[src/direct_mapped_writeback_name_cache_unit_macros.svh]
// ----------------------------------------------------------------------------
// Assertion macros for the direct-mapped write-back name cache
// Each macro is a clocked implication on clk, disabled during rst.
// ----------------------------------------------------------------------------
`ifndef DIRECT_MAPPED_WRITEBACK_NAME_CACHE_UNIT_MACROS_SVH
`define DIRECT_MAPPED_WRITEBACK_NAME_CACHE_UNIT_MACROS_SVH

`ifndef SYNTHESIS

// Same-cycle implication.
`define DMWNC_ASSERT_IMP(label, ante, cons) \
  label: assert property (@(posedge clk) disable iff (rst) (ante) |-> (cons)) \
    else $error("dmwnc assertion failed");

// Next-cycle implication.
`define DMWNC_ASSERT_NXT(label, ante, cons) \
  label: assert property (@(posedge clk) disable iff (rst) (ante) |=> (cons)) \
    else $error("dmwnc assertion failed");

`else

`define DMWNC_ASSERT_IMP(label, ante, cons)
`define DMWNC_ASSERT_NXT(label, ante, cons)

`endif

`endif

[src/dmwnc_pkg.sv]
`timescale 1ns / 1ps
// ----------------------------------------------------------------------------
// dmwnc_pkg
// Shared types, codes and helpers of the direct-mapped write-back name cache.
// ----------------------------------------------------------------------------
package dmwnc_pkg;

  // Number of cache lines and the width of a line index.
  localparam int unsigned CACHE_LINES = 32;
  localparam int unsigned IDX_W = (CACHE_LINES > 1) ? $clog2(CACHE_LINES) : 1;

  // Input commands.
  typedef enum logic [2:0] {
    CMD_RETRIEVE = 3'd0,
    CMD_STORE    = 3'd1,
    CMD_REMOVE   = 3'd2,
    CMD_FILL     = 3'd3,
    CMD_FLUSH    = 3'd4
  } cmd_t;

  // Result kinds.
  typedef enum logic [2:0] {
    K_ACK       = 3'd0,
    K_HIT       = 3'd1,
    K_NOTFOUND  = 3'd2,
    K_FETCH     = 3'd3,
    K_WRITEBACK = 3'd4,
    K_DELETE    = 3'd5,
    K_BUSY      = 3'd6
  } kind_t;

  // Sequencer states.
  typedef enum logic [2:0] {
    S_IDLE,
    S_LOOK,
    S_WB,
    S_FIN,
    S_FL_SCAN,
    S_FL_WB
  } state_t;

  // One line of the tag/value memory.
  typedef struct packed {
    logic [31:0] tag;
    logic [31:0] value;
  } line_t;

  // Access request from the sequencer to the line memory.
  typedef struct packed {
    logic             rd_en;
    logic [IDX_W-1:0] rd_addr;
    logic             wr_en;
    logic [IDX_W-1:0] wr_addr;
    line_t            wr_data;
  } line_req_t;

  // Line that a name maps to.
  function automatic logic [IDX_W-1:0] line_index(input logic [31:0] nm);
    line_index = IDX_W'(nm % CACHE_LINES);
  endfunction

endpackage

[src/dmwnc_line_ram.sv]
`timescale 1ns / 1ps
// ----------------------------------------------------------------------------
// dmwnc_line_ram
// Tag and value storage: one write port and one registered read port.
// ----------------------------------------------------------------------------
module dmwnc_line_ram (
  input  logic                 clk,
  input  dmwnc_pkg::line_req_t req,
  output dmwnc_pkg::line_t     rd_data
);
  import dmwnc_pkg::*;

  line_t mem [CACHE_LINES];

  // Write port.
  always_ff @(posedge clk) begin
    if (req.wr_en) begin
      mem[req.wr_addr] <= req.wr_data;
    end
  end

  // Read port; the data holds until the next read.
  always_ff @(posedge clk) begin
    if (req.rd_en) begin
      rd_data <= mem[req.rd_addr];
    end
  end

endmodule

[src/dmwnc_ctrl.sv]
`timescale 1ns / 1ps
// ----------------------------------------------------------------------------
// dmwnc_ctrl
// Sequencer of the name cache: lookup, line update, flush walk and results.
// ----------------------------------------------------------------------------
`include "direct_mapped_writeback_name_cache_unit_macros.svh"

module dmwnc_ctrl (
  input  logic                 clk,
  input  logic                 rst,
  input  logic                 in_valid,
  output logic                 in_ready,
  input  logic [2:0]           command,
  input  logic [31:0]          name,
  input  logic [31:0]          objnum,
  input  logic                 found,
  output logic                 out_valid,
  input  logic                 out_ready,
  output logic [2:0]           kind,
  output logic [31:0]          key_name,
  output logic [31:0]          value,
  output logic                 last,
  output dmwnc_pkg::line_req_t ram_req,
  input  dmwnc_pkg::line_t     ram_rd_data
);
  import dmwnc_pkg::*;

  localparam logic [IDX_W-1:0] LAST_IDX = IDX_W'(CACHE_LINES - 1);

  state_t state, state_next;

  // Captured transaction.
  logic [2:0]       cmd_q;
  logic [31:0]      name_q;
  logic [31:0]      obj_q;
  logic             found_q;
  logic [IDX_W-1:0] lidx;
  logic [IDX_W-1:0] fl_idx;

  // Per-line status flags.
  logic [CACHE_LINES-1:0] line_valid;
  logic [CACHE_LINES-1:0] line_dirty;
  logic [CACHE_LINES-1:0] line_on_disk;

  logic [31:0] pending_name;
  logic        fetch_pending;

  // Planned results of the current transaction.
  logic        wb_need_next;
  logic [31:0] wb_tag, wb_value;
  kind_t       fin_kind, fin_kind_next;
  logic [31:0] fin_key, fin_key_next;
  logic [31:0] fin_value, fin_value_next;
  logic        plan_load;

  // Control strobes from the sequencer.
  logic             accept;
  logic             out_free;
  logic             hit;
  logic             victim_dirty;
  logic             emit;
  kind_t            emit_kind;
  logic [31:0]      emit_key;
  logic [31:0]      emit_value;
  logic             emit_last;
  logic             flag_we;
  logic [IDX_W-1:0] flag_idx;
  logic             flag_v, flag_d, flag_o;
  logic             pend_set, pend_clr;
  logic             fl_start, fl_step;

  kind_t       out_kind;
  logic [31:0] out_key, out_value;
  logic        out_last;

  assign in_ready     = (state == S_IDLE);
  assign accept       = in_valid && in_ready;
  assign out_free     = !out_valid || out_ready;
  assign hit          = line_valid[lidx] && (ram_rd_data.tag == name_q);
  assign victim_dirty = line_valid[lidx] && line_dirty[lidx];

  // State register.
  always_ff @(posedge clk) begin
    if (rst) begin
      state <= S_IDLE;
    end else begin
      state <= state_next;
    end
  end

  // Next state, memory requests, flag updates and result emission.
  always_comb begin
    state_next        = state;
    ram_req           = '0;
    flag_we           = 1'b0;
    flag_idx          = lidx;
    flag_v            = line_valid[lidx];
    flag_d            = line_dirty[lidx];
    flag_o            = line_on_disk[lidx];
    pend_set          = 1'b0;
    pend_clr          = 1'b0;
    plan_load         = 1'b0;
    wb_need_next      = 1'b0;
    fin_kind_next     = K_ACK;
    fin_key_next      = name_q;
    fin_value_next    = '0;
    fl_start          = 1'b0;
    fl_step           = 1'b0;
    emit              = 1'b0;
    emit_kind         = fin_kind;
    emit_key          = fin_key;
    emit_value        = fin_value;
    emit_last         = 1'b1;
    case (state)
      S_IDLE: begin
        if (accept) begin
          ram_req.rd_en   = 1'b1;
          ram_req.rd_addr = (command == CMD_FILL) ? line_index(pending_name)
                                                  : line_index(name);
          state_next      = S_LOOK;
        end
      end
      S_LOOK: begin
        plan_load  = 1'b1;
        state_next = S_FIN;
        if (cmd_q == CMD_FILL) begin
          // Fill answers the pending fetch, or acks when none is pending.
          if (fetch_pending) begin
            pend_clr     = 1'b1;
            fin_key_next = pending_name;
            if (!found_q) begin
              fin_kind_next = K_NOTFOUND;
            end else begin
              wb_need_next     = victim_dirty;
              ram_req.wr_en    = 1'b1;
              ram_req.wr_addr  = lidx;
              ram_req.wr_data  = '{tag: pending_name, value: obj_q};
              flag_we          = 1'b1;
              flag_v           = 1'b1;
              flag_d           = 1'b0;
              flag_o           = 1'b1;
              fin_kind_next    = K_HIT;
              fin_value_next   = obj_q;
            end
          end
        end else if (cmd_q > CMD_FLUSH) begin
          // Unknown command: plain ack.
          fin_kind_next = K_ACK;
        end else if (fetch_pending) begin
          fin_kind_next = K_BUSY;
        end else begin
          case (cmd_q)
            CMD_RETRIEVE: begin
              if (hit) begin
                fin_kind_next  = K_HIT;
                fin_value_next = ram_rd_data.value;
              end else begin
                pend_set      = 1'b1;
                fin_kind_next = K_FETCH;
              end
            end
            CMD_STORE: begin
              ram_req.wr_addr = lidx;
              ram_req.wr_data = '{tag: name_q, value: obj_q};
              if (hit) begin
                if (ram_rd_data.value != obj_q) begin
                  ram_req.wr_en = 1'b1;
                  flag_we       = 1'b1;
                  flag_d        = 1'b1;
                end
              end else begin
                wb_need_next  = victim_dirty;
                ram_req.wr_en = 1'b1;
                flag_we       = 1'b1;
                flag_v        = 1'b1;
                flag_d        = 1'b1;
                flag_o        = 1'b0;
              end
              fin_kind_next = K_ACK;
            end
            CMD_REMOVE: begin
              fin_kind_next = K_DELETE;
              if (hit) begin
                flag_we = 1'b1;
                flag_v  = 1'b0;
                if (!line_on_disk[lidx]) begin
                  fin_kind_next = K_ACK;
                end
              end
            end
            default: begin
              // Flush: walk the lines, then ack.
              fl_start      = 1'b1;
              fin_kind_next = K_ACK;
              state_next    = S_FL_SCAN;
            end
          endcase
        end
        if (wb_need_next) begin
          state_next = S_WB;
        end
      end
      S_WB: begin
        emit_kind  = K_WRITEBACK;
        emit_key   = wb_tag;
        emit_value = wb_value;
        emit_last  = 1'b0;
        if (out_free) begin
          emit       = 1'b1;
          state_next = S_FIN;
        end
      end
      S_FIN: begin
        if (out_free) begin
          emit       = 1'b1;
          state_next = S_IDLE;
        end
      end
      S_FL_SCAN: begin
        if (line_valid[fl_idx] && line_dirty[fl_idx]) begin
          ram_req.rd_en   = 1'b1;
          ram_req.rd_addr = fl_idx;
          state_next      = S_FL_WB;
        end else if (fl_idx == LAST_IDX) begin
          state_next = S_FIN;
        end else begin
          fl_step = 1'b1;
        end
      end
      S_FL_WB: begin
        emit_kind  = K_WRITEBACK;
        emit_key   = ram_rd_data.tag;
        emit_value = ram_rd_data.value;
        emit_last  = 1'b0;
        flag_idx   = fl_idx;
        flag_v     = line_valid[fl_idx];
        flag_d     = 1'b0;
        flag_o     = 1'b1;
        if (out_free) begin
          emit    = 1'b1;
          flag_we = 1'b1;
          if (fl_idx == LAST_IDX) begin
            state_next = S_FIN;
          end else begin
            fl_step    = 1'b1;
            state_next = S_FL_SCAN;
          end
        end
      end
      default: begin
        state_next = S_IDLE;
      end
    endcase
  end

  // Capture of the accepted transaction.
  always_ff @(posedge clk) begin
    if (accept) begin
      cmd_q   <= command;
      name_q  <= name;
      obj_q   <= objnum;
      found_q <= found;
      lidx    <= (command == CMD_FILL) ? line_index(pending_name) : line_index(name);
    end
  end

  // Flush line counter.
  always_ff @(posedge clk) begin
    if (fl_start) begin
      fl_idx <= '0;
    end else if (fl_step) begin
      fl_idx <= fl_idx + IDX_W'(1);
    end
  end

  // Line flags; reset marks every line empty.
  always_ff @(posedge clk) begin
    if (rst) begin
      line_valid   <= '0;
      line_dirty   <= '0;
      line_on_disk <= '0;
    end else if (flag_we) begin
      line_valid[flag_idx]   <= flag_v;
      line_dirty[flag_idx]   <= flag_d;
      line_on_disk[flag_idx] <= flag_o;
    end
  end

  // Outstanding fetch.
  always_ff @(posedge clk) begin
    if (rst) begin
      fetch_pending <= 1'b0;
      pending_name  <= '0;
    end else if (pend_set) begin
      fetch_pending <= 1'b1;
      pending_name  <= name_q;
    end else if (pend_clr) begin
      fetch_pending <= 1'b0;
    end
  end

  // Result plan, taken while the line read data is at hand.
  always_ff @(posedge clk) begin
    if (plan_load) begin
      wb_tag    <= ram_rd_data.tag;
      wb_value  <= ram_rd_data.value;
      fin_kind  <= fin_kind_next;
      fin_key   <= fin_key_next;
      fin_value <= fin_value_next;
    end
  end

  // Output register; it parts the sequencer from a stalled receiver.
  always_ff @(posedge clk) begin
    if (rst) begin
      out_valid <= 1'b0;
    end else if (emit) begin
      out_valid <= 1'b1;
    end else if (out_ready) begin
      out_valid <= 1'b0;
    end
  end

  always_ff @(posedge clk) begin
    if (emit) begin
      out_kind  <= emit_kind;
      out_key   <= emit_key;
      out_value <= emit_value;
      out_last  <= emit_last;
    end
  end

  assign kind     = out_kind;
  assign key_name = out_key;
  assign value    = out_value;
  assign last     = out_last;

  // A result is loaded only when the output register can take it.
  `DMWNC_ASSERT_IMP(a_emit_room, emit, !out_valid || out_ready)
  // An accepted transaction always goes to the lookup step.
  `DMWNC_ASSERT_NXT(a_accept_look, accept, state == S_LOOK)
  // The flush walk writes back only valid dirty lines.
  `DMWNC_ASSERT_IMP(a_flush_dirty, state == S_FL_WB,
                    line_valid[fl_idx] && line_dirty[fl_idx])
  // A writeback is never the final result of a transaction.
  `DMWNC_ASSERT_IMP(a_wb_not_last, out_valid && out_kind == K_WRITEBACK, !out_last)
  // A planned victim writeback is emitted before the final result.
  `DMWNC_ASSERT_NXT(a_wb_order, state == S_LOOK && wb_need_next, state == S_WB)

endmodule

[src/direct_mapped_writeback_name_cache_unit.sv]
`timescale 1ns / 1ps
// ----------------------------------------------------------------------------
// direct_mapped_writeback_name_cache_unit
// Direct-mapped write-back cache of name to object-number bindings.
// ----------------------------------------------------------------------------
// Usage:
//   Input channel (in_valid/in_ready) carries command, name, objnum and found.
//   Output channel (out_valid/out_ready) carries kind, key_name, value and
//   last; last marks the final result of one input transaction.
//   Fetch, writeback and delete results are requests to the backing store;
//   a fetched value comes back later as a fill command.
//   Retrieve, store, remove and fill pass through a line read, a lookup step,
//   a victim writeback step if needed and a final result step; the block is
//   ready for the next transaction once the final result is loaded. Flush
//   scans every line and adds a line read and a writeback step per dirty line.
//   These steps come from the sequencer and the single read port of the
//   line memory: one line read, then one line update or writeback.
//   Reset empties every line and drops any pending fetch at once.
//   A stalled receiver holds the output register; the sequencer waits for
//   it before loading the next result, and the input stays not ready.
// ----------------------------------------------------------------------------
module direct_mapped_writeback_name_cache_unit (
  input  logic        clk,
  input  logic        rst,
  input  logic        in_valid,
  output logic        in_ready,
  input  logic [2:0]  command,
  input  logic [31:0] name,
  input  logic [31:0] objnum,
  input  logic        found,
  output logic        out_valid,
  input  logic        out_ready,
  output logic [2:0]  kind,
  output logic [31:0] key_name,
  output logic [31:0] value,
  output logic        last
);
  import dmwnc_pkg::*;

  line_req_t ram_req;
  line_t     ram_rd_data;

  // Sequencer.
  dmwnc_ctrl u_ctrl (
    .clk        (clk),
    .rst        (rst),
    .in_valid   (in_valid),
    .in_ready   (in_ready),
    .command    (command),
    .name       (name),
    .objnum     (objnum),
    .found      (found),
    .out_valid  (out_valid),
    .out_ready  (out_ready),
    .kind       (kind),
    .key_name   (key_name),
    .value      (value),
    .last       (last),
    .ram_req    (ram_req),
    .ram_rd_data(ram_rd_data)
  );

  // Tag and value memory.
  dmwnc_line_ram u_line_ram (
    .clk    (clk),
    .req    (ram_req),
    .rd_data(ram_rd_data)
  );

endmodule
[config.mk]
export PLATFORM = sky130hd
export DESIGN_NAME = direct_mapped_writeback_name_cache_unit
export DESIGN_NICKNAME = d
export VERILOG_FILES = /design/src/dmwnc_pkg.sv /design/src/dmwnc_line_ram.sv /design/src/dmwnc_ctrl.sv /design/src/direct_mapped_writeback_name_cache_unit.sv
export VERILOG_INCLUDE_DIRS = /design/src /design/src/src
export SDC_FILE = /design/constraint.sdc
export NUM_CORES = 2
export LEC_CHECK = 0
export ABC_AREA = 1
export BUFFER_PORTS_ARGS = -buffer_cell sky130_fd_sc_hd__buf_2
export CAP_MARGIN = 20
export CELL_PAD_IN_SITES_DETAIL_PLACEMENT = 0
export CELL_PAD_IN_SITES_GLOBAL_PLACEMENT = 1
export CORE_MARGIN = 2
export CORE_UTILIZATION = 40
export DETAILED_ROUTE_END_ITERATION = 10
export PLACE_DENSITY = 0.73
export SETUP_SLACK_MARGIN = 0.15
export SLEW_MARGIN = 30
export SYNTH_ARGS = -nofsm -noshare
export SYNTH_HDL_FRONTEND = slang
export SYNTH_HIERARCHICAL = 1
export SYNTH_SLANG_ARGS = --single-unit
export TNS_END_PERCENT = 50
[constraint.sdc]
create_clock -name clk -period 6.9 [get_ports clk]
set_clock_uncertainty 0.05 [all_clocks]
set_input_delay 1.38 -clock clk [delete_from_list [all_inputs] [get_ports clk]]
set_output_delay 1.38 -clock clk [all_outputs]
set_load 0.05 [all_outputs]
# After elaboration in Yosys (flattened, before gate mapping)
# Memories as Yosys holds them, arrays and structs flattened. A register that Yosys moved wholly into a read port is not among the register bits.
# Index checks and enable logic that the tools add are counted.
[word_totals]
register_bits = 410
mem_bits_rw = 2048
inputBits = 72
out_inout_bits = 70
elab_cells = 194
memories = 1
[mem_list]
columns = ["memory", "words", "word_bits", "rd", "rd_ports_with_merged_regs", "wr", "line_no", "rtl"]
rows = [
  ["u_line_ram.mem", 32, 64, 1, 1, 1, "dmwnc_line_ram.sv:13", "line_t mem [CACHE_LINES];"],
]
[op_classes]
n_addsub = 1
order_cmp = 5
n_eq_ne = 17
mux = 133
reduce_logical = 15
[op_table]
columns = ["op", "n"]
rows = [
  ["$mux 70", 7],
  ["$mux 32", 10],
  ["$pmux 32 s2", 2],
  ["$bwmux 32", 3],
  ["$mux 1", 71],
  ["$mux 3", 18],
  ["$eq 32x32->1", 1],
  ["$ne 32x32->1", 1],
  ["$bmux 1 s5", 5],
  ["$lt 5x6->1 const B", 3],
  ["$pmux 3 s6", 1],
  ["$eq 3x2->1 const B", 5],
  ["$pmux 1 s2", 7],
  ["$mux 6", 2],
  ["$pmux 6 s2", 1],
  ["$mux 5", 2],
  ["$eq 3x1->1 const B", 2],
  ["$eq 3x3->1 const B", 2],
  ["$logic_not 3->1", 2],
  ["$ne 2x1->1 const B", 3],
  ["$pmux 3 s2", 1],
  ["$reduce_or 3->1", 2],
  ["$add 5x1->5 const B", 1],
  ["$demux 1 s5", 1],
  ["other kinds (12)", 18],
]

# Depth between registers and ports, before layout
[depth]
depth_word = 11
mapped_depth = 25
mapped_depth_nobuf = 20

# Modules after synthesis
# The synthesis kept the hierarchy.
[by_module_without_submodules]
columns = ["mod", "n_inst", "cells_each", "area_per_inst_um2", "seq_area_each_um2"]
rows = [
  ["dmwnc_line_ram", 1, 6768, 83662.7, 63420.8],
  ["dmwnc_ctrl", 1, 2250, 19269.7, 10930.5],
]

# Worst setup path after synthesis
# OpenSTA, ideal clock, no wires.
[synth_path]
path_type = "input to register"
startpoint = "input port in_valid"
endpoint = "register, netlist name u_line_ram/rd_data[0]"
setup_time_ns = 0.575
arrival_time_ns = 5.926
required_ns = 6.275
path_slack_ns = 0.349
stages = 2
path_buffers = 0
path_cell_list = "inv_1 -> o21ai_0"
[synth_rtl]
columns = ["element", "line_no", "rtl"]
rows = [
  ["start: declaration", "direct_mapped_writeback_name_cache_unit.sv:25", "input logic in_valid,"],
]

==> impl_metrics.env <==
export IMPL_status="completed"
export IMPL_hold_end="u_ctrl/line_on_disk[17]"
export IMPL_yosysWarnings=6
export IMPL_grtUsageTotal_pct=23.9
export IMPL_drt_pass1_iter_count=8
export IMPL_r2r_start="u_ctrl/lidx[0]"
export IMPL_power_leakage_nw=40.5
export IMPL_syn_inst=9018
export IMPL_hold_viol=0
export IMPL_vias=70800
export IMPL_cp_required_ns=7.44
export IMPL_coreArea_um2=256000
export IMPL_fp_dieW_um=511
export IMPL_cp_num_buf_inv=3
export IMPL_gp_congestion=0.846
export IMPL_fill_cells=23100
export IMPL_grt_pass1_wl_um=463000
export IMPL_worst_pin_slew_ns=1.18
export IMPL_via_per_inst=5.59
export IMPL_p_int_mw=26.0
export IMPL_timing_final_crit_share_pct=74.7
export IMPL_cts_max_path_buffers=4
export IMPL_fin_util_pct=45.6
export IMPL_worst_ir_drop_vdd_mv=0.168
export IMPL_antenna_found_initial=5
export IMPL_final_nets=9171
export IMPL_reg2reg_setup_slack_ns=1.75
export IMPL_share_seq_of_total_power_pct=49.8
export IMPL_async_flop_share_pct=0
export IMPL_drive_gt1_share_pct=8.83
export IMPL_insertion_delay_ns=0.94
export IMPL_rsz0062_at_grt="false"
export IMPL_die_h_um=511
export IMPL_placed_area_um2=109000
export IMPL_ioPinCount=142
export IMPL_largestRegisters="u_line_ram/mem x2048, u_line_ram/rd_data x64"
export IMPL_top_register="u_line_ram/mem"
export IMPL_timing_final_ws_setup_ns=1.75
export IMPL_crit_arrival_ns=5.70
export IMPL_dpl_hpwl_um=170000
export IMPL_maxSlewHeadroom_pct=21.1
export IMPL_cts_hold_buf=0
export IMPL_whs_path_depth=2
export IMPL_synth_top_area_cell="edfxtp_1"
export IMPL_slew_viol_final=0
export IMPL_synth_area_um2=103000
export IMPL_power_switching_mw=8.86
export IMPL_switching_share_pct=25.4
export IMPL_start_util_pct=40.1
export IMPL_synth_edf_count=2384
export IMPL_area_delta_synth_final_pct=13.6
export IMPL_rows=186
export IMPL_period_needed_ns=5.15
export IMPL_wl_per_cell_um=25.4
export IMPL_min_from="u_ctrl/line_on_disk[17]"
export IMPL_critical_path_top_delay_family="simple AND/OR/NAND/NOR gates"
export IMPL_ys_top_cells_by_area="edfxtp_1, nand2_1, nand3_1"
export IMPL_worst_path_max_delay_cell="nor2_4"
export IMPL_yosysSeqAreaShare_pct=72.2
export IMPL_largest_register_ffs=2048
export IMPL_antenna_left=0
export IMPL_htreeDepth=5
export IMPL_netlist_area_leader_share_pct=69.5
export IMPL_clock_sinks=2522
export IMPL_cts_setup_buffers=0
export IMPL_grt_overflow_total=0
export IMPL_fin_area_um2=117000
export IMPL_pwr_density_cell_nw_per_um2=298
export IMPL_critPathCaptureType="register"
export IMPL_place_ws_ns=1.80
export IMPL_drt_iter0_markers=8959
export IMPL_die_area_um2=261000
export IMPL_drt_wl_total_um=321000
export IMPL_whs_ns=0.424
export IMPL_synth_ff_type="edfxtp_1"
export IMPL_r2r_end="u_line_ram/mem[29][9]"
export IMPL_io_buffers=141
export IMPL_path_common_cell="nand2_1"
export IMPL_synth_most_common_cell="nand2_1"
export IMPL_max_stage_delay_ns=0.91
export IMPL_tns_ns=0
export IMPL_drc=0
export IMPL_fmax_ghz=0.194
export IMPL_maxCapViolCount=0
export IMPL_cts_tree="built"
export IMPL_yosys_top_cells_count="nand2_1, edfxtp_1, nand3_1"
export IMPL_cp_start_kind="register"
export IMPL_power_frac_clock_pct=39.2
export IMPL_ys_types=33
export IMPL_ys_ff_latch=2522
export IMPL_syn_area_per_cell_um2=11.4
export IMPL_crit_chain="clkinv_2 -> nand2_1 -> nand3_1 -> nand3_1 -> nand2_1 -> nand2_1 -> nand2_1 -> nand2_1 -> nand2_2 -> nand3_1 -> nand2_1 -> nand2_1 -> nand2_1 -> inv_1 -> nand3_1 -> nor2_4 -> buf_4"
export IMPL_combPwrFrac_pct=11.0
export IMPL_setup_viol=0
export IMPL_rr_worst_depth=17
export IMPL_grt_max_degree=174
export IMPL_crit_start="u_ctrl/lidx[0]"
export IMPL_syn_num_nets=9092
export IMPL_path_max_fanout=49
export IMPL_path_class="register to register"
export IMPL_cts_clk_slew_worst_paths_ns=0.06
export IMPL_hold_path_class="register to register"
export IMPL_cts_root_buf="clkbuf_16"
export IMPL_grt_pass1_vias=66300
export IMPL_cts_repair_resized=0
export IMPL_cts_buffers_inserted=274
cell families (layout without fill, tap and decap cells):
| logic type | Yosys count | after routing | share of synthesized area, % |
|---|---|---|---|
| flops | 2522 | 2522 | 72.2 |
| xor+xnor | 62 | 62 | 0.528 |
| simple gates | 5315 | 5315 | 21.9 |
| compound gates | 379 | 379 | 2.08 |
| buf+inv | 738 | 991 | 3.28 |
| other cells | 0 | 4 | 0 |
| fa+ha+maj | 2 | 2 | 0.0243 |
per-stage QoR:
step,total power [mW],std cells
after global routing,35.9,12700
after detailed placement,21.4,12200
final,34.8,12700
after CTS,35.0,12700
after global placement,21.4,12200
after floorplan,20.0,9018
cells in the final DEF (no fill, tap or decap), drive strengths merged:
master    netlist  final
a21oi         139    139
xor2           34     34
o211ai         44     44
dfxtp         138    138
nand2        2993   2993
clkinvlp        0      2
a31oi           1      1
xnor2          28     28
o22ai           6      6
diode           0      4
edfxtp       2384   2384
buf           424    368
or2             1      1
ha              2      2
o21ai         157    157
nor4            1      1
o31ai           1      1
nor3           10     10
nand3b          2      2
clkinv          1     76
nand3        1987   1987
nand4           9      9
o32ai          31     31
clkbuf        141    361
nor2          312    312
inv           172    172
bufinv          0     12
worst max-delay path by stage:
stage | end | slack [ns] | depth (start not counted)
after CTS | u_line_ram/rd_data[35] | 1.81 | 20
after detailed placement | u_line_ram/rd_data[30] | 1.80 | 12
after global routing | u_line_ram/rd_data[35] | 1.55 | 22
after floorplan | u_line_ram/rd_data[0] | 0.35 | 2
after global placement | u_line_ram/rd_data[45] | 1.83 | 22
final | u_line_ram/mem[29][9] | 1.75 | 17
layout make-up:
cell class | instances | area [um^2] | share of cell area, %
Antenna cell | 4 | 10.0 | 0.00856
Multi-Input combinational cell | 5758 | 25900 | 22.2
Timing Repair Buffer | 368 | 3600 | 3.08
Sequential cell | 2522 | 74400 | 63.6
Tap cell | 3384 | 4230 | 3.62
Clock buffer | 361 | 7370 | 6.31
Clock inverter | 89 | 713 | 0.610
Inverter | 173 | 693 | 0.593
worst reg2reg max path: stages, from the launching register on:
cell and delay, ns:
edfxtp_1 0.38, clkinv_2 0.64, nand2_1 0.30, nand3_1 0.10, nand3_1 0.14, nand2_1 0.08
nand2_1 0.10, nand2_1 0.08, nand2_1 0.10, nand2_2 0.16, nand3_1 0.14, nand2_1 0.09
nand2_1 0.08, nand2_1 0.22, inv_1 0.21, nand3_1 0.63, nor2_4 0.91, buf_4 0.42
power groups by stage:
stage,combinational [mW],clock [mW],sequential (mW)
finish,3.82,13.7,17.3
global route,4.12,14.4,17.4
CTS,3.79,13.8,17.3
detailed placement,3.77,0,17.7
global placement,3.72,0,17.7
floorplan,2.27,0,17.7
per-layer routing:
metal	routed length, um	global-route usage [%]	vias to the layer above
li1	-	-	31700
met1	130000	32.9	35000
met2	151000	38.5	3527
met3	29600	4.10	505
met4	10600	8.12	0
met5	0	0	-
Note: power is estimated with default switching activity, not from simulation.
